==> src/rtl/tbd_pkg.sv <==
// Shared types and constants for the two-button timed debouncer.
package tbd_pkg;

    localparam int unsigned TIME_W = 32;

    typedef logic [TIME_W-1:0] t_time;

    localparam t_time DELAY_RESET = t_time'(20);

    typedef enum logic [2:0] {
        PH_IDLE      = 3'd0,
        PH_PRESS_DEB = 3'd1,
        PH_PRESS_OK  = 3'd2,
        PH_HELD      = 3'd3,
        PH_REL_DEB   = 3'd4,
        PH_REL_OK    = 3'd5
    } t_phase;

    typedef enum logic [1:0] {
        EDGE_NONE    = 2'd0,
        EDGE_PRESS   = 2'd1,
        EDGE_RELEASE = 2'd2
    } t_edge;

    typedef struct packed {
        t_edge edge_a;
        t_edge edge_b;
    } t_lane_edges;

endpackage

==> src/rtl/tbd_if.sv <==
// Valid/ready channel interfaces for samples, results and the delay register.
interface tbd_in_if;
    logic          valid;
    logic          ready;
    logic          button_a_down;
    logic          button_b_down;
    tbd_pkg::t_time sample_time;

    modport source (output valid, button_a_down, button_b_down, sample_time, input ready);
    modport sink   (input valid, button_a_down, button_b_down, sample_time, output ready);
endinterface

interface tbd_out_if;
    logic           valid;
    logic           ready;
    tbd_pkg::t_edge edge_a;
    tbd_pkg::t_edge edge_b;
    tbd_pkg::t_time event_time;

    modport source (output valid, edge_a, edge_b, event_time, input ready);
    modport sink   (input valid, edge_a, edge_b, event_time, output ready);
endinterface

interface tbd_cfg_if;
    logic           valid;
    logic           ready;
    tbd_pkg::t_time data;

    modport source (output valid, data, input ready);
    modport sink   (input valid, data, output ready);
endinterface

==> src/rtl/tbd_lane.sv <==
// One button lane: phase machine, transition timestamp and edge detection.
module tbd_lane (
    input  logic           i_clk,
    input  logic           i_rst_n,
    input  logic           i_en,
    input  logic           i_down,
    input  tbd_pkg::t_time i_now,
    input  tbd_pkg::t_time i_delay,
    output tbd_pkg::t_edge o_edge
);
    import tbd_pkg::*;

    t_phase r_phase;
    t_phase n_phase;
    t_time  r_last;
    t_time  n_last;
    t_time  elapsed;
    logic   settled;

    assign elapsed = i_now - r_last;
    assign settled = (elapsed >= i_delay);

    always_ff @(posedge i_clk) begin
        if (!i_rst_n) begin
            r_phase <= PH_IDLE;
            r_last  <= '0;
        end else if (i_en) begin
            r_phase <= n_phase;
            r_last  <= n_last;
        end
    end

    always_comb begin
        n_phase = r_phase;
        n_last  = r_last;
        o_edge  = EDGE_NONE;
        unique case (r_phase)
            PH_PRESS_DEB: begin
                if (!i_down) begin
                    n_phase = PH_IDLE;
                    n_last  = i_now;
                end else if (settled) begin
                    n_phase = PH_PRESS_OK;
                    o_edge  = EDGE_PRESS;
                end
            end
            PH_PRESS_OK, PH_HELD: begin
                if (i_down) begin
                    n_phase = PH_HELD;
                end else begin
                    n_phase = PH_REL_DEB;
                    n_last  = i_now;
                end
            end
            PH_REL_DEB: begin
                if (i_down) begin
                    n_phase = PH_PRESS_DEB;
                    n_last  = i_now;
                end else if (settled) begin
                    n_phase = PH_REL_OK;
                    n_last  = i_now;
                    o_edge  = EDGE_RELEASE;
                end
            end
            PH_REL_OK: begin
                n_phase = i_down ? PH_PRESS_DEB : PH_IDLE;
            end
            default: begin
                n_last  = i_now;
                n_phase = i_down ? PH_PRESS_DEB : PH_IDLE;
            end
        endcase
    end

`ifndef NO_ASSERTIONS
    a_press_lands: assert property (@(posedge i_clk) disable iff (!i_rst_n)
        (i_en && o_edge == EDGE_PRESS) |=> (r_phase == PH_PRESS_OK))
        else $error("press edge did not land in PressConfirmed");

    a_release_lands: assert property (@(posedge i_clk) disable iff (!i_rst_n)
        (i_en && o_edge == EDGE_RELEASE) |=>
            (r_phase == PH_REL_OK && r_last == $past(i_now)))
        else $error("release edge did not record phase and time");

    a_hold_idle: assert property (@(posedge i_clk) disable iff (!i_rst_n)
        !i_en |=> ($stable(r_phase) && $stable(r_last)))
        else $error("lane state moved without a sample");
`endif

endmodule

==> src/rtl/tbd_merge.sv <==
// Merge stage: combine lane edges with the timestamp into the registered result word.
module tbd_merge (
    input  logic                 i_clk,
    input  logic                 i_rst_n,
    input  logic                 i_in_valid,
    output logic                 o_in_ready,
    input  tbd_pkg::t_lane_edges i_edges,
    input  tbd_pkg::t_time       i_now,
    tbd_out_if.source            o_out
);
    import tbd_pkg::*;

    logic        r_valid;
    t_lane_edges r_edges;
    t_time       r_time;
    logic        accept;

    assign o_in_ready = !r_valid || o_out.ready;
    assign accept     = i_in_valid && o_in_ready;

    always_ff @(posedge i_clk) begin
        if (!i_rst_n) begin
            r_valid <= 1'b0;
        end else if (o_in_ready) begin
            r_valid <= i_in_valid;
        end
    end

    always_ff @(posedge i_clk) begin
        if (accept) begin
            r_edges <= i_edges;
            r_time  <= i_now;
        end
    end

    assign o_out.valid      = r_valid;
    assign o_out.edge_a     = r_edges.edge_a;
    assign o_out.edge_b     = r_edges.edge_b;
    assign o_out.event_time = r_time;

endmodule

==> src/rtl/two_button_timed_debouncer.sv <==
// Two-button timed debouncer: configuration register, two button lanes and merge stage.
//
// Usage:
//   i_in carries one sample word: raw levels of buttons A and B and a wrapping
//   32-bit millisecond timestamp. o_out returns one result word per sample:
//   an edge code for each button (none, press, release) and the sample time.
//   i_cfg writes the debounce delay in milliseconds; it is always ready. The
//   user writes it only while no sample is in flight; the block does not enforce this.
// Accept and result:
//   Results are valid in the cycle after acceptance; one sample per cycle is
//   accepted unless the output word waits. Lanes update phase and timestamp in
//   the accept cycle; the merge stage holds the single output register.
// Reset:
//   Both lanes return to Idle with a zero transition time, the delay returns
//   to 20 and the output register empties.
// Stall:
//   While the output word waits, i_in.ready drops and the lanes hold state;
//   ready follows o_out.ready in the same cycle once the word is taken.
module two_button_timed_debouncer (
    input  logic       i_clk,
    input  logic       i_rst_n,
    tbd_in_if.sink     i_in,
    tbd_out_if.source  o_out,
    tbd_cfg_if.sink    i_cfg
);
    import tbd_pkg::*;

    t_time       r_delay;
    logic        in_ready;
    logic        accept;
    t_edge       edge_a;
    t_edge       edge_b;
    t_lane_edges edges;

    assign i_cfg.ready = 1'b1;

    always_ff @(posedge i_clk) begin
        if (!i_rst_n) begin
            r_delay <= DELAY_RESET;
        end else if (i_cfg.valid) begin
            r_delay <= i_cfg.data;
        end
    end

    assign i_in.ready = in_ready;
    assign accept     = i_in.valid && in_ready;

    tbd_lane u_lane_a (
        .i_clk   (i_clk),
        .i_rst_n (i_rst_n),
        .i_en    (accept),
        .i_down  (i_in.button_a_down),
        .i_now   (i_in.sample_time),
        .i_delay (r_delay),
        .o_edge  (edge_a)
    );

    tbd_lane u_lane_b (
        .i_clk   (i_clk),
        .i_rst_n (i_rst_n),
        .i_en    (accept),
        .i_down  (i_in.button_b_down),
        .i_now   (i_in.sample_time),
        .i_delay (r_delay),
        .o_edge  (edge_b)
    );

    assign edges.edge_a = edge_a;
    assign edges.edge_b = edge_b;

    tbd_merge u_merge (
        .i_clk      (i_clk),
        .i_rst_n    (i_rst_n),
        .i_in_valid (i_in.valid),
        .o_in_ready (in_ready),
        .i_edges    (edges),
        .i_now      (i_in.sample_time),
        .o_out      (o_out)
    );

endmodule
==> src/flat_wrapper.sv <==
// flat-port wrapper written by rule: the top's interface ports become plain ports
module two_button_timed_debouncer_flat import tbd_pkg::*;
  (i_clk, i_rst_n, i_in_valid, i_in_button_a_down, i_in_button_b_down, i_in_sample_time, i_in_ready, o_out_valid, o_out_edge_a, o_out_edge_b, o_out_event_time, o_out_ready, i_cfg_valid, i_cfg_data, i_cfg_ready);
  tbd_in_if i_in_i ();
  tbd_out_if o_out_i ();
  tbd_cfg_if i_cfg_i ();
  input  logic i_clk;
  input  logic i_rst_n;
  input wire logic [$bits(i_in_i.valid)-1:0] i_in_valid;
  input wire logic [$bits(i_in_i.button_a_down)-1:0] i_in_button_a_down;
  input wire logic [$bits(i_in_i.button_b_down)-1:0] i_in_button_b_down;
  input wire logic [$bits(i_in_i.sample_time)-1:0] i_in_sample_time;
  output wire logic [$bits(i_in_i.ready)-1:0] i_in_ready;
  output wire logic [$bits(o_out_i.valid)-1:0] o_out_valid;
  output wire logic [$bits(o_out_i.edge_a)-1:0] o_out_edge_a;
  output wire logic [$bits(o_out_i.edge_b)-1:0] o_out_edge_b;
  output wire logic [$bits(o_out_i.event_time)-1:0] o_out_event_time;
  input wire logic [$bits(o_out_i.ready)-1:0] o_out_ready;
  input wire logic [$bits(i_cfg_i.valid)-1:0] i_cfg_valid;
  input wire logic [$bits(i_cfg_i.data)-1:0] i_cfg_data;
  output wire logic [$bits(i_cfg_i.ready)-1:0] i_cfg_ready;
  assign i_in_i.valid = i_in_valid;
  assign i_in_i.button_a_down = i_in_button_a_down;
  assign i_in_i.button_b_down = i_in_button_b_down;
  assign i_in_i.sample_time = i_in_sample_time;
  assign i_in_ready = i_in_i.ready;
  assign o_out_valid = o_out_i.valid;
  assign o_out_edge_a = o_out_i.edge_a;
  assign o_out_edge_b = o_out_i.edge_b;
  assign o_out_event_time = o_out_i.event_time;
  assign o_out_i.ready = o_out_ready;
  assign i_cfg_i.valid = i_cfg_valid;
  assign i_cfg_i.data = i_cfg_data;
  assign i_cfg_ready = i_cfg_i.ready;
  two_button_timed_debouncer u_core (.i_clk(i_clk), .i_rst_n(i_rst_n), .i_in(i_in_i), .o_out(o_out_i), .i_cfg(i_cfg_i));
endmodule
==> config.mk <==
export PLATFORM = sky130hd
export DESIGN_NAME = two_button_timed_debouncer_flat
export DESIGN_NICKNAME = d
export VERILOG_FILES = /design/src/rtl/tbd_pkg.sv /design/src/rtl/tbd_if.sv /design/src/rtl/tbd_lane.sv /design/src/rtl/tbd_merge.sv /design/src/rtl/two_button_timed_debouncer.sv /design/src/flat_wrapper.sv
export SDC_FILE = /design/constraint.sdc
export NUM_CORES = 1
export LEC_CHECK = 0
export BUFFER_PORTS_ARGS = -buffer_cell sky130_fd_sc_hd__buf_2
export CAP_MARGIN = 20
export CELL_PAD_IN_SITES_DETAIL_PLACEMENT = 0
export CELL_PAD_IN_SITES_GLOBAL_PLACEMENT = 2
export CORE_MARGIN = 2
export CORE_UTILIZATION = 39
export DETAILED_ROUTE_END_ITERATION = 16
export HOLD_SLACK_MARGIN = 0.05
export MAX_ROUTING_LAYER = met4
export PLACE_DENSITY = 0.89
export SLEW_MARGIN = 10
export SYNTH_ARGS = -nofsm -noshare
export SYNTH_HDL_FRONTEND = slang
export SYNTH_SLANG_ARGS = --single-unit
export TNS_END_PERCENT = 10
==> constraint.sdc <==
create_clock -name i_clk -period 11.7 [get_ports i_clk]
set_input_delay 2.34 -clock i_clk [delete_from_list [all_inputs] [get_ports i_clk]]
set_output_delay 2.34 -clock i_clk [all_outputs]
set_load 0.05 [all_outputs]
==> Yosys cells after proc, flatten, opt, wreduce, memory -nomap -nowiden <==
Index checks and enable logic that the tools add are counted.
{ "totals": {"ff_bits": 139, "elab_cells": 74} }
{ "op_classes": {"n_addsub": 2, "order_cmp": 2, "n_eq_ne": 16, "n_mux": 32, "n_bitwise": 2, "reduce_logical": 11} }
{ "op_table": {"columns": ["operator", "count"], "rows": [
  ["32-bit two-way mux", 6],
  ["32-bit one-hot mux with 3 select lines", 2],
  ["32-bit >= comparator", 2],
  ["32-bit subtractor", 2],
  ["3-bit two-way mux", 10],
  ["3-bit one-hot mux with 3 select lines", 2],
  ["3-bit by 2-bit equality test with 1-bit output (second input constant)", 4],
  ["3-bit equality test (second input constant)", 4],
  ["3-bit != test (second input constant)", 4],
  ["2-bit two-way mux", 4],
  ["2-bit one-hot mux with 2 select lines", 2],
  ["4-bit AND reduction", 2],
  ["3-bit by 1-bit equality test with 1-bit output (second input constant)", 2],
  ["1-bit two-way mux", 6],
  ["3-bit AND reduction", 2],
  ["3-bit OR reduction", 2],
  ["2-bit != test (second input constant)", 2],
  ["2-bit OR reduction", 2],
  ["1-bit NOT", 2],
  ["1-bit logical AND", 1],
  ["1-bit logical NOT", 1],
  ["1-bit logical OR", 1]
]} }

==> Longest topological paths before layout <==
Gate-level depths: netlist of run 1.
{ "depth": {"depth_word": 5, "mapped_depth": 24} }

==> Cells and area by module <==
A second synthesis of run 1 with hierarchy kept.
{ "hier_totals": {"cells_unflattened": 1232, "area_unflattened_um2": 10815.4} }
{ "modules_own_cells": {"columns": ["module", "instances", "cells_each", "area_each_um2", "seq_area_each_um2"], "rows": [
  ["tbd_lane at u_core.u_lane_b", 1, 565, 4264.1, 700.7],
  ["tbd_lane at u_core.u_lane_a", 1, 520, 4156.5, 700.7],
  ["two_button_timed_debouncer", 1, 106, 1256.2, 640.6],
  ["tbd_merge", 1, 41, 1138.6, 1101.1]
]} }

==> Worst setup path before layout of run 1 <==
No wires, ideal clock.
{ "synth_path": {"kind": "input port to flip-flop", "from": "input i_in_sample_time[0]", "to": "register u_core.u_lane_b.r_last[23]", "arrival_time_ns": 6.623, "slack_ns": 5.006, "stages": 24, "path_buffers": 1, "cell_sequence": "inv_1 -> ha_1 -> inv_1 -> fa_1 -> a211oi_1 -> o211ai_1 -> a21oi_1 -> o211a_1 -> o21ai_1 -> nand3_1 -> nand3_1 -> a311o_1 -> xor2_1 -> ha_1 -> a21o_1 -> a21o_1 -> a21oi_1 -> o21ai_1 -> or3_1 -> a211oi_1 -> o21ai_1 -> clkbuf_1 -> a21o_1 -> a21oi_1"} }
{ "synth_via": {"elab_chain_cells": 4} }
{ "synth_rtl": {"columns": ["item", "line", "rtl"], "rows": [
  ["start: declaration", "flat_wrapper.sv:12", "input wire logic [$bits(i_in_i.sample_time)-1:0] i_in_sample_time;"],
  ["32-bit subtractor", "tbd_lane.sv:20", "assign elapsed = i_now - r_last;"],
  ["32-bit >= comparator", "tbd_lane.sv:21", "assign settled = (elapsed >= i_delay);"],
  ["3-bit != test (no source line)", null, null],
  ["4-bit AND reduction (no source line)", null, null],
  ["end signal: assignment", "tbd_lane.sv:29", "r_last <= n_last;"],
  ["end: declaration", "tbd_lane.sv:15", "t_time r_last;"]
]} }
Every way passes these cells.
A chain may end at the register's enable or synchronous reset.

==> Worst setup path in the final report of run 1 <==
{ "layout_path": {"from": "input i_in_sample_time[0]", "to": "register u_core.u_lane_b.r_last[18]"} }
The elaborated chain is that of the path after synthesis.

==> key figures, run 1 <==
Synthesis
  – Most frequent cell after synthesis: ha_1
  – Post-synth EDFFs: 36
  – Synth top area share: 20.9%
  – Mapped Cells: 1140
  – Post-synth top cells: ha_1, inv_1, dfxtp_1
  – Top cells by area, synth: dfxtp_1, ha_1, edfxtp_1
  – Top_reg_cell synth: dfxtp_1
  – Seq cells post-synth: between 100 and 150
  – Avg Inst Size Synth: approximately 8.7 um^2
  – FFs w/ async S/R, synth: 0%
  – Area leader, netlist: dfxtp_1
  – Synthesis warning total: 0
  – Sequential area share after synthesis: between 30% and 40%
  – Cell variety after synth: 64
  – Syn nets: between 1000 and 1500
  – Synth Cell Area: around 9900 um^2

Worst setup path
  – Reg2Reg Depth: 23
  – WP data arrival: about 7.7 ns
  – Critical path startpoint category: input pin
  – Worst path required time: between 10 and 15 ns
  – Launch point of the worst path: i_in_sample_time[0]
  – Kind of critical path: input pin to flop
  – Nature of the critical path endpoint: flop
  – Reg-to-Reg Start: u_core.u_lane_b.r_last[0]
  – CP Max Fanout: 50

STA
  – Worst slew margin: between 40% and 50%
  – Fmax: about 140 MHz
  – Final Setup Violations: 0
  – Setup TNS: 0 ns
  – Worst hold margin: between 0.4 and 0.5 ns
  – Skew final: roughly 0.013 ns
  – Tcrit/Tclk final: 62.8%
  – Post-layout min period: between 7 and 8 ns
  – RSZ-0062 raised after global routing: no
  – Final worst slack: roughly 4.4 ns
  – Final Max Tran Viols: 0
  – Hold Vio Cnt, Final: 0
  – Slew @ Worst Pin: 0.860 ns

Die
  – Die Area: about 27000 um^2
  – Core area: between 20000 and 30000 um^2
  – # rows: between 50 and 60
  – Die Wd: approximately 160 um
  – Die extent in y: about 160 um
  – # IOs: 110
  – Initial Util: a little under 40%

Hold path
  – Hold WC Path Type: flop to flop
  – Min-delay src: u_core.u_lane_a.r_last[4]
  – Hold depth: 2

Placement
  – Post-DP HPWL: 18100 um
  – Setup WS pre-CTS: 3.94 ns
  – Placer congestion estimate: around 0.86
  – DP Cell Count: around 1500
  – Number of port buffers: 108

Final layout
  – Final cell count without fillers: 1574
  – Filler cells: 2520
  – Area Overhead vs Synth: 14.6%
  – Share of layout cells above drive strength 1: approximately 13%
  – Layout Nets: ~1400
  – N_diodes: 0

Clock tree
  – Clock tree from TritonCTS: done
  – Maximum clock path buffer count: 2
  – Clk_lat worst skew: between 0.4 and 0.5 ns
  – CTS Hold Buffers Added: 0
  – Clk sinks: ~140
  – Htree depth: 4
  – Worst-path clk slew: ~0.06 ns
  – PostCTS Resize Cnt: 0
  – Root Driver: clkbuf_16
  – Post-CTS setup buffers: 0
  – CTS buffer count: 17

Drt
  – Routed via count: between 8000 and 9000
  – First DRT Iteration DRCs: ~530
  – Final wirelength: between 20000 and 25000 um
  – Residual DRC: 0
  – DR pass1 iterations: 5
  – Vias per cell: just over 5
  – Antenna Violating Nets Remaining: 0
  – DR WL/cell: between 15 and 20 um

Global routing
  – Vias in the first global route: a little under 8000
  – Largest net degree at the start of global routing: 76
  – First-pass GRT wire length: 39400 um
  – Total Routing Usage GR: ~19%
  – Initial antenna violation count: 0
  – GRT Residual Overflow: 0

Power and ir drop
  – PD cells: roughly 150 nW/um^2
  – LEAKAGE: 4.94 nW
  – Maximum VDD drop: ~81 uV
  – Total power: 0.00165 W

Flow run
  – Max Cap Violations: 0

Outcome
  – Status: finished clean
==> report_power, final <==
| group | internal, W | switching (W) | leakage [nW] |
|---|---|---|---|
| clock network | 0.000315 | 0.000231 | 0.270 |
| logic | 0.000232 | 0.000334 | 3.47 |
| registers | 0.000528 | 0.0000133 | 1.20 |
| total | 0.00107 | 0.000579 | 4.94 |
==> sequential cells by signal, indices dropped and copies added, names as in the netlist <==
| register | cells |
|---|---|
| u_core.r_delay | 32 |
| u_core.u_merge.o_out.edge_b | 2 |
| u_core.u_merge.o_out.valid | 1 |
| u_core.u_merge.o_out.event_time | 32 |
| u_core.u_lane_b.r_last | 32 |
| u_core.u_merge.o_out.edge_a | 2 |
| u_core.u_lane_a.r_last | 32 |
| u_core.u_lane_a.r_phase | 3 |
| u_core.u_lane_b.r_phase | 3 |
==> metrics by stage <==
| stage | area [um^2] | util (%) |
|---|---|---|
| detailed placement | 10700 | 42.8 |
| finish | 11300 | 45.2 |
| floorplan | 9870 | - |
| global placement | 10700 | 42.8 |
| global route | 11300 | 45.2 |
| CTS | 11300 | 45.1 |
==> routing by layer <==
metal | wire length (um) | vias up | global-route usage (%) | share of wire (%)
li1 | - | 4239 | - | -
met4 | 321 | 0 | 4.71 | 1.3
met3 | 700 | 17 | 2.92 | 2.9
met2 | 10700 | 132 | 29.8 | 44
met5 | 0 | - | - | 0
met1 | 12600 | 3750 | 26.3 | 52
==> worst paths after layout <==
kind / to / slack (ns)
min: u_core.u_lane_a.r_last[4] / 0.45
max: u_core.u_lane_b.r_last[18] / 4.35
max reg2reg: u_core.u_lane_b.r_last[18] / 6.14
min reg2reg: u_core.u_lane_a.r_last[4] / 0.45
==> kinds of logic after synthesis <==
kind of cell,synth area share [%]
buffers and inverters,6.16
other,0.0380
AOI/OAI and AO/OA,20.7
adders and majority gates,16.4
and+or+nand+nor,13.9
DFF,31.8
xor gates and xnor gates,4.61
muxes,6.40
==> layout by cell type (no fill, tap or decap), types with 7 or more instances in the layout <==
master     synthesis  routed
a211oi_1          17      17
a21o_1            85      85
a21oi_1           92      91
a31oi_1            7       7
and3_1             9       9
buf_2              0     108
clkbuf_16          0      17
dfxtp_1          103     103
edfxtp_1          36      36
ha_1             126     126
inv_1            116     114
mux2i_1           62      62
nand2_1           97      97
nand2b_1           9       9
nand3_1           45      45
nand4_1           15      15
nor2_1            69      69
nor2b_1           11      11
nor3_1             9       9
o211ai_1          11      11
o21ai_0           22      22
o21ai_1           18      17
o21bai_1           8       8
xnor2_1           35      35
xor2_1            17      17
==> area by class of cell <==
type                            instances  area [um^2]  area share [%]
Tap cell                              330          413            3.65
Inverter                              116          438            3.87
Multi-Input combinational cell        843         6140            54.3
Sequential cell                       139         3140            27.8
Timing Repair Buffer                  114          598            5.29
Clock inverter                         14          148            1.31
Clock buffer                           18          429            3.79
==> worst max-delay path, stage by stage <==
cell      delay (ns)
buf_2           0.12
inv_1           0.07
ha_1            0.17
inv_1           0.05
fa_1            0.41
a211oi_1        0.38
o211ai_1        0.18
a21oi_1         0.31
o211a_1         0.22
o21ai_1         0.13
nand3_1         0.14
nand3_1         0.22
a311o_1         0.40
xor2_1          0.15
ha_1            0.18
a21o_1          0.15
a21o_1          0.17
a21oi_1         0.14
o21ai_1         0.13
or3_1           0.33
a211oi_1        0.33
o21ai_4         0.21
buf_4           0.35
a21o_1          0.24
a21oi_1         0.14
(Power assumes the default switching activity.)
==> run 2: changes to the inputs <==
Settings changed: ABC_AREA set to 1, CORE_UTILIZATION 39 to 31, PLACE_DENSITY 0.89 to 0.81.
Clock period 11.7 ns to 6.3 ns, I/O delays scaled along.
==> run 2 against run 1 <==
  * Non-clock buffer count down 2
  * First-iteration DRC count is 7.5% lower
  * Clock skew fell by 0.0031 ns
  * Sequential power is 89% higher
  * Design area grew 2.5%
  * Synthesized cell count rose by 24%
  * Critical path type unchanged
==> key figures, run 2 <==
STA
  – RSZ-0062 raised after global routing: no
  – Tcrit/Tclk final: 76.7%
  – Skew final: roughly 0.0096 ns
  – Final worst slack: approximately 1.5 ns
  – Fmax: between 200 and 250 MHz
  – Worst slew margin: between 30 and 40%
  – Hold Vio Cnt, Final: 0
  – Post-layout min period: a little under 5 ns
  – Final Setup Violations: 0
  – Slew @ Worst Pin: ~1.0 ns
  – Setup TNS: 0 ns
  – Final Max Tran Viols: 0

Worst setup path
  – Kind of critical path: input pin to flop
  – Critical path startpoint category: input pin
  – WP data arrival: just over 5 ns
  – Nature of the critical path endpoint: flop
  – Reg-to-reg slack, setup: 2.13 ns
  – Worst path required time: 6.64 ns
  – CP Max Fanout: 64

Hold path
  – Hold WC Path Type: flop to flop

Global routing
  – M1 GR Usage: 25.1%
  – First-pass GRT wire length: approximately 46000 um
  – Initial antenna violation count: 0
  – Gr busiest metal: met2
  – Grt met3 use: 2.79%
  – Total Routing Usage GR: around 18%
  – Largest net degree at the start of global routing: 65
  – Vias in the first global route: 8421
  – Met2 GRT Util: a little over a quarter
  – GRT Residual Overflow: 0

Die
  – Die Wd: approximately 180 um
  – # rows: 66
  – Die Area: ~34000 um^2
  – Core area: roughly 32000 um^2
  – Die extent in y: between 150 and 200 um
  – # IOs: 110
  – Initial Util: 31.3%

Clock tree
  – Maximum clock path buffer count: 2
  – CTS Hold Buffers Added: 0
  – Clk sinks: between 100 and 150
  – Clk_lat worst skew: between 0.4 and 0.5 ns
  – Htree depth: 4
  – Post-CTS setup buffers: 0
  – Worst-path clk slew: 0.06 ns
  – PostCTS Resize Cnt: 0
  – Clock tree from TritonCTS: done
  – Root Driver: clkbuf_16
  – CTS buffer count: 17

Synthesis
  – Top cells by area, synth: dfxtp_1, ha_1, nand2_1
  – Cell variety after synth: 45
  – Syn nets: between 1500 and 2000
  – Area leader, netlist: dfxtp_1
  – Mapped Cells: around 1400
  – Post-synth top cells: nand2_1, nor2_1, inv_1
  – Synth top area share: 20.4%
  – Post-synth EDFFs: 36
  – Most frequent cell after synthesis: nand2_1
  – Sequential area share after synthesis: a little under a third
  – Avg Inst Size Synth: slightly above 7 um^2
  – Seq cells post-synth: approximately 140
  – Synth Cell Area: a little over 10000 um^2
  – Synthesis warning total: 0
  – FFs w/ async S/R, synth: 0%
  – Top_reg_cell synth: dfxtp_1

Final layout
  – Most frequent cells in the layout: nand2_1, nor2_1, inv_1
  – Final Util: between 30% and 40%
  – Most common cell after layout, fill and taps aside: nand2_1
  – Seq. cell area: about 3100 um^2
  – Share of layout cells above drive strength 1: between 10% and 20%
  – Filler cells: roughly 3600
  – Final cell count without fillers: roughly 2000
  – Area Overhead vs Synth: 14.5%
  – Layout Nets: about 1700
  – N_diodes: 0
  – Multi-input logic area: around 6100 um^2

Drt
  – DR pass1 iterations: 5
  – DR WL/cell: about 15 um
  – Routed via count: between 9000 and 10000
  – Final wirelength: ~29000 um
  – Vias per cell: about 4.6
  – First DRT Iteration DRCs: 491
  – Residual DRC: 0
  – Antenna Violating Nets Remaining: 0

Placement
  – Placer congestion estimate: ~0.85
  – Setup WS pre-CTS: between 0.9 and 1 ns
  – Post-DP HPWL: approximately 23000 um
  – DP Cell Count: a little under 2000
  – Number of port buffers: about 110

Outcome
  – Status: finished clean

Power and ir drop
  – PD cells: slightly below 300 nW/um^2
  – LEAKAGE: about 5.5 nW
  – Maximum VDD drop: roughly 170 uV
  – Total power: 0.00340 W

Flow run
  – Max Cap Violations: 0
## run 2: cell count changes in the layout (fill, tap and decap cells not counted), moves of 16 or more
cell,previous run,this run
inv_1,114,182
mux2i_1,62,0
a21o_1,85,9
nand2_1,97,303
nor2_1,69,230
xor2_1,17,38
a211oi_1,17,1
a21oi_1,91,141
o21ai_0,22,75
## run 2: cell families (layout without fill, tap and decap cells)
kind of cell    count (synthesis)  count (layout)  share of synthesized area [%]
fa+ha+maj                     128             128                           16.0
xor+xnor                       59              59                           5.10
other cells                     1               1                         0.0370
simple gates                  614             614                           24.6
buf+inv                       213             326                           9.10
flops                         139             139                           31.0
compound gates                263             263                           14.1
## run 2: metal layers
metal  wire length (um)  vias to the layer above  part of all wire [%]
met3               1050                       23                   3.6
li1                   -                     4815                     -
met1              14900                     4075                    52
met5                  0                        -                     0
met2              12500                      154                    43
met4                386                        0                   1.3
## run 2: path summary, 6_finish.rpt
| kind | startpoint | endpoint | cells past startpoint |
|---|---|---|---|
| worst max-delay path | i_in_sample_time[0] | u_core.u_lane_a.r_last[19] | 23 |
| worst min-delay path | u_core.u_lane_b.r_phase[1] | u_core.u_lane_b.r_phase[1] | 2 |
| worst max register to register | u_core.u_lane_b.r_last[18] | u_core.u_lane_b.r_last[23] | 21 |
| worst min register to register | u_core.u_lane_b.r_phase[1] | u_core.u_lane_b.r_phase[1] | 2 |
## run 2: area by class of cell
type / instances / share of cell area [%]
clock buffers: 18 / 3.70
clock inverters: 14 / 1.27
inverters: 182 / 5.89
multi-input cells: 1065 / 52.3
flip-flops and latches: 139 / 27.1
well taps: 442 / 4.77
repair buffers: 112 / 4.92
## run 2: power breakdown
group          switching, W  internal [W]
sequential        0.0000219      0.000999
combinational      0.000892      0.000485
clock              0.000423      0.000581
## run 2: critical path, cell delays in order
cell,delay (ns)
buf_2,0.12
inv_1,0.08
ha_1,0.14
inv_1,0.05
fa_1,0.41
nand3_1,0.12
nand2_1,0.14
nand2_1,0.09
nand2_1,0.14
nand3_1,0.11
nand3_1,0.19
a21oi_1,0.22
xnor2_1,0.10
ha_1,0.28
nand2_1,0.07
nor2_1,0.15
nand4_1,0.16
a21oi_1,0.17
nor2_1,0.10
nand3_2,0.10
nand3_4,0.56
nor2_1,0.30
nor2_1,0.07
## run 2: per-stage QoR
| stage | instance area (um^2) | hold WS, ns |
|---|---|---|
| finish | 11600 | 0.495 |
| global route | 11600 | 0.522 |
| CTS | 11600 | 0.504 |
| detailed placement | 11000 | 0.490 |
| global placement | 11000 | 0.478 |
| floorplan | 10100 | 0.460 |
==> run 3: changes to the inputs <==
Clock period 6.3 ns to 4 ns, I/O delays scaled along.
==> run 3 against run 2 <==
  * Power is 70% higher
  * Core utilization is 4.0 points higher
  * Worst hold slack better by 0.013 ns
  * Flip-flop and latch count stayed put
  * First-iteration DRC count is 2.0% lower
  * Sequential power is 58% higher
  * Clock power is 63% higher
  * Design area is 11% higher
==> key figures, run 3 (synthesized netlist as in run 2, its figures left out) <==
Outcome
  – Status: finished clean

Final layout
  – Share of layout cells above drive strength 1: between 10% and 20%
  – Most frequent cells in the layout: nand2_1, nor2_1, inv_1
  – Most common cell after layout, fill and taps aside: nand2_1
  – Post-Layout Inst Area: between 10000 and 15000 um^2
  – Layout Nets: around 1900
  – Area Overhead vs Synth: 27.2%

Global routing
  – Vias in the first global route: just over 9000
  – GRT Residual Overflow: 0
  – Largest net degree at the start of global routing: 45
  – First-pass GRT wire length: approximately 48000 um
  – Initial antenna violation count: 1
  – Total Routing Usage GR: about a fifth

Placement
  – Placer congestion estimate: ~0.9
  – Setup WS pre-CTS: -0.362 ns
  – Post-DP HPWL: around 25000 um
  – Area after DPL: ~12000 um^2
  – Number of port buffers: between 100 and 150

STA
  – Hold Vio Cnt, Final: 0
  – Setup TNS: 0 ns
  – Fmax: 267 MHz
  – Post-layout min period: between 3 and 4 ns
  – Final Max Tran Viols: 0
  – Final worst slack: roughly 0.26 ns
  – Tcrit/Tclk final: 93.6%
  – Skew final: ~0.011 ns
  – Slew @ Worst Pin: around 0.86 ns
  – Final Setup Violations: 0
  – Worst hold margin: around 0.51 ns
  – Worst slew margin: a little over two fifths

Hold path
  – Hold WC Path Type: flop to flop
  – Min-delay src: u_core.r_delay[10]

Drt
  – Final wirelength: 30300 um
  – Met3 WL: 813 um
  – Met1 Routed Length: 15600 um
  – DR top layer: met4
  – Routed via count: ~9500
  – Antenna Violating Nets Remaining: 0
  – First DRT Iteration DRCs: 481
  – DR WL/cell: 14.3 um
  – DR pass1 iterations: 5
  – WL met2: 13500 um
  – Vias per cell: 4.48
  – Residual DRC: 0

Die
  – Core area: ~32000 um^2
  – # IOs: 110
  – Initial Util: 31.3%
  – Die Wd: 185 um
  – # rows: 66
  – Die Area: between 30000 and 40000 um^2
  – Die extent in y: around 180 um

Clock tree
  – Post-CTS setup buffers: 0
  – Clk sinks: between 100 and 150
  – Htree depth: 4
  – Worst-path clk slew: approximately 0.070 ns
  – CTS buffer count: 17
  – Maximum clock path buffer count: 2
  – Clock tree from TritonCTS: done
  – Clk_lat worst skew: 0.45 ns
  – Root Driver: clkbuf_16

Flow run
  – Max Cap Violations: 0

Worst setup path
  – Nature of the critical path endpoint: flop
  – Critical path startpoint category: input pin
  – Kind of critical path: input pin to flop
  – WP data arrival: just over 4 ns
  – Worst path required time: approximately 4.3 ns
  – Launch point of the worst path: i_in_sample_time[0]
  – CP Max Fanout: 30
  – Reg-to-Reg Start: u_core.u_lane_a.r_last[2]

Power and ir drop
  – Maximum VDD drop: around 280 uV
  – Int Pwr: 0.00360 W
  – Sw Pwr: approximately 0.0022 W
  – Clk pwr share: around 28%
  – PD cells: around 450 nW/um^2
  – Net Sw Frac: 37.7%
  – Sequential power share: around 28%
  – LEAKAGE: approximately 6.3 nW
  – Combinational share of power: a little over two fifths
  – Total power: 0.00578 W
-- run 3: area by class of cell --
type	instances	area, um^2
antenna	1	2.50
clock buffer	24	524
clock inverter	8	78.8
fill	3544	19500
inverter	182	683
multi-input combinational	1065	6130
sequential	139	3140
tap	442	553
timing repair buffer	264	1760
-- run 3: power by group through the flow --
stage / Combinational (W) / Sequential (W) / Clock [W]
after floorplan: 0.00154 / 0.00171 / 0
after global placement: 0.00251 / 0.00164 / 0
after detailed placement: 0.00253 / 0.00164 / 0
after CTS: 0.00255 / 0.00161 / 0.00168
after global routing: 0.00289 / 0.00162 / 0.00173
final: 0.00254 / 0.00161 / 0.00163
-- run 3: stage by stage --
step	utilization (%)	instances
after floorplan	-	1417
after global placement	37.7	2092
after detailed placement	37.7	2092
after CTS	39.6	2124
after global routing	39.8	2125
final	39.8	2125
-- run 3: final timing paths --
kind                                      to  slack (ns)  cells past startpoint
setup reg to reg  u_core.u_lane_a.r_last[18]        0.39                     23
hold reg to reg           u_core.r_delay[10]        0.51                      2
setup / recovery  u_core.u_lane_a.r_last[18]        0.26                     25
hold / removal            u_core.r_delay[10]        0.51                      2
-- run 3: per-layer routing --
metal,vias to the layer above,track usage [%]
met5,-,-
met4,0,5.14
met3,14,2.61
met2,115,29.9
met1,4275,25.1
li1,5120,-
-- run 3: timing repair --
action	4_1_cts	5_1_grt
setup endpoints to repair	0	69
hold buffers	0	0
gates resized for setup	0	18
-- run 3: worst max-delay path: stages --
cell	delay [ns]
buf_2	0.11
inv_1	0.07
ha_1	0.14
inv_1	0.05
fa_1	0.41
nand3_2	0.12
nand2_1	0.08
buf_4	0.14
nand4_1	0.09
nand3_2	0.12
buf_4	0.18
a31oi_1	0.16
xor2_1	0.21
ha_1	0.26
nand2_1	0.07
nor2_2	0.04
nand4_1	0.14
a21oi_2	0.06
nor2_1	0.19
nand3_2	0.13
nand3_4	0.10
buf_12	0.19
nand2_1	0.08
nand2_1	0.06
nor2_1	0.04
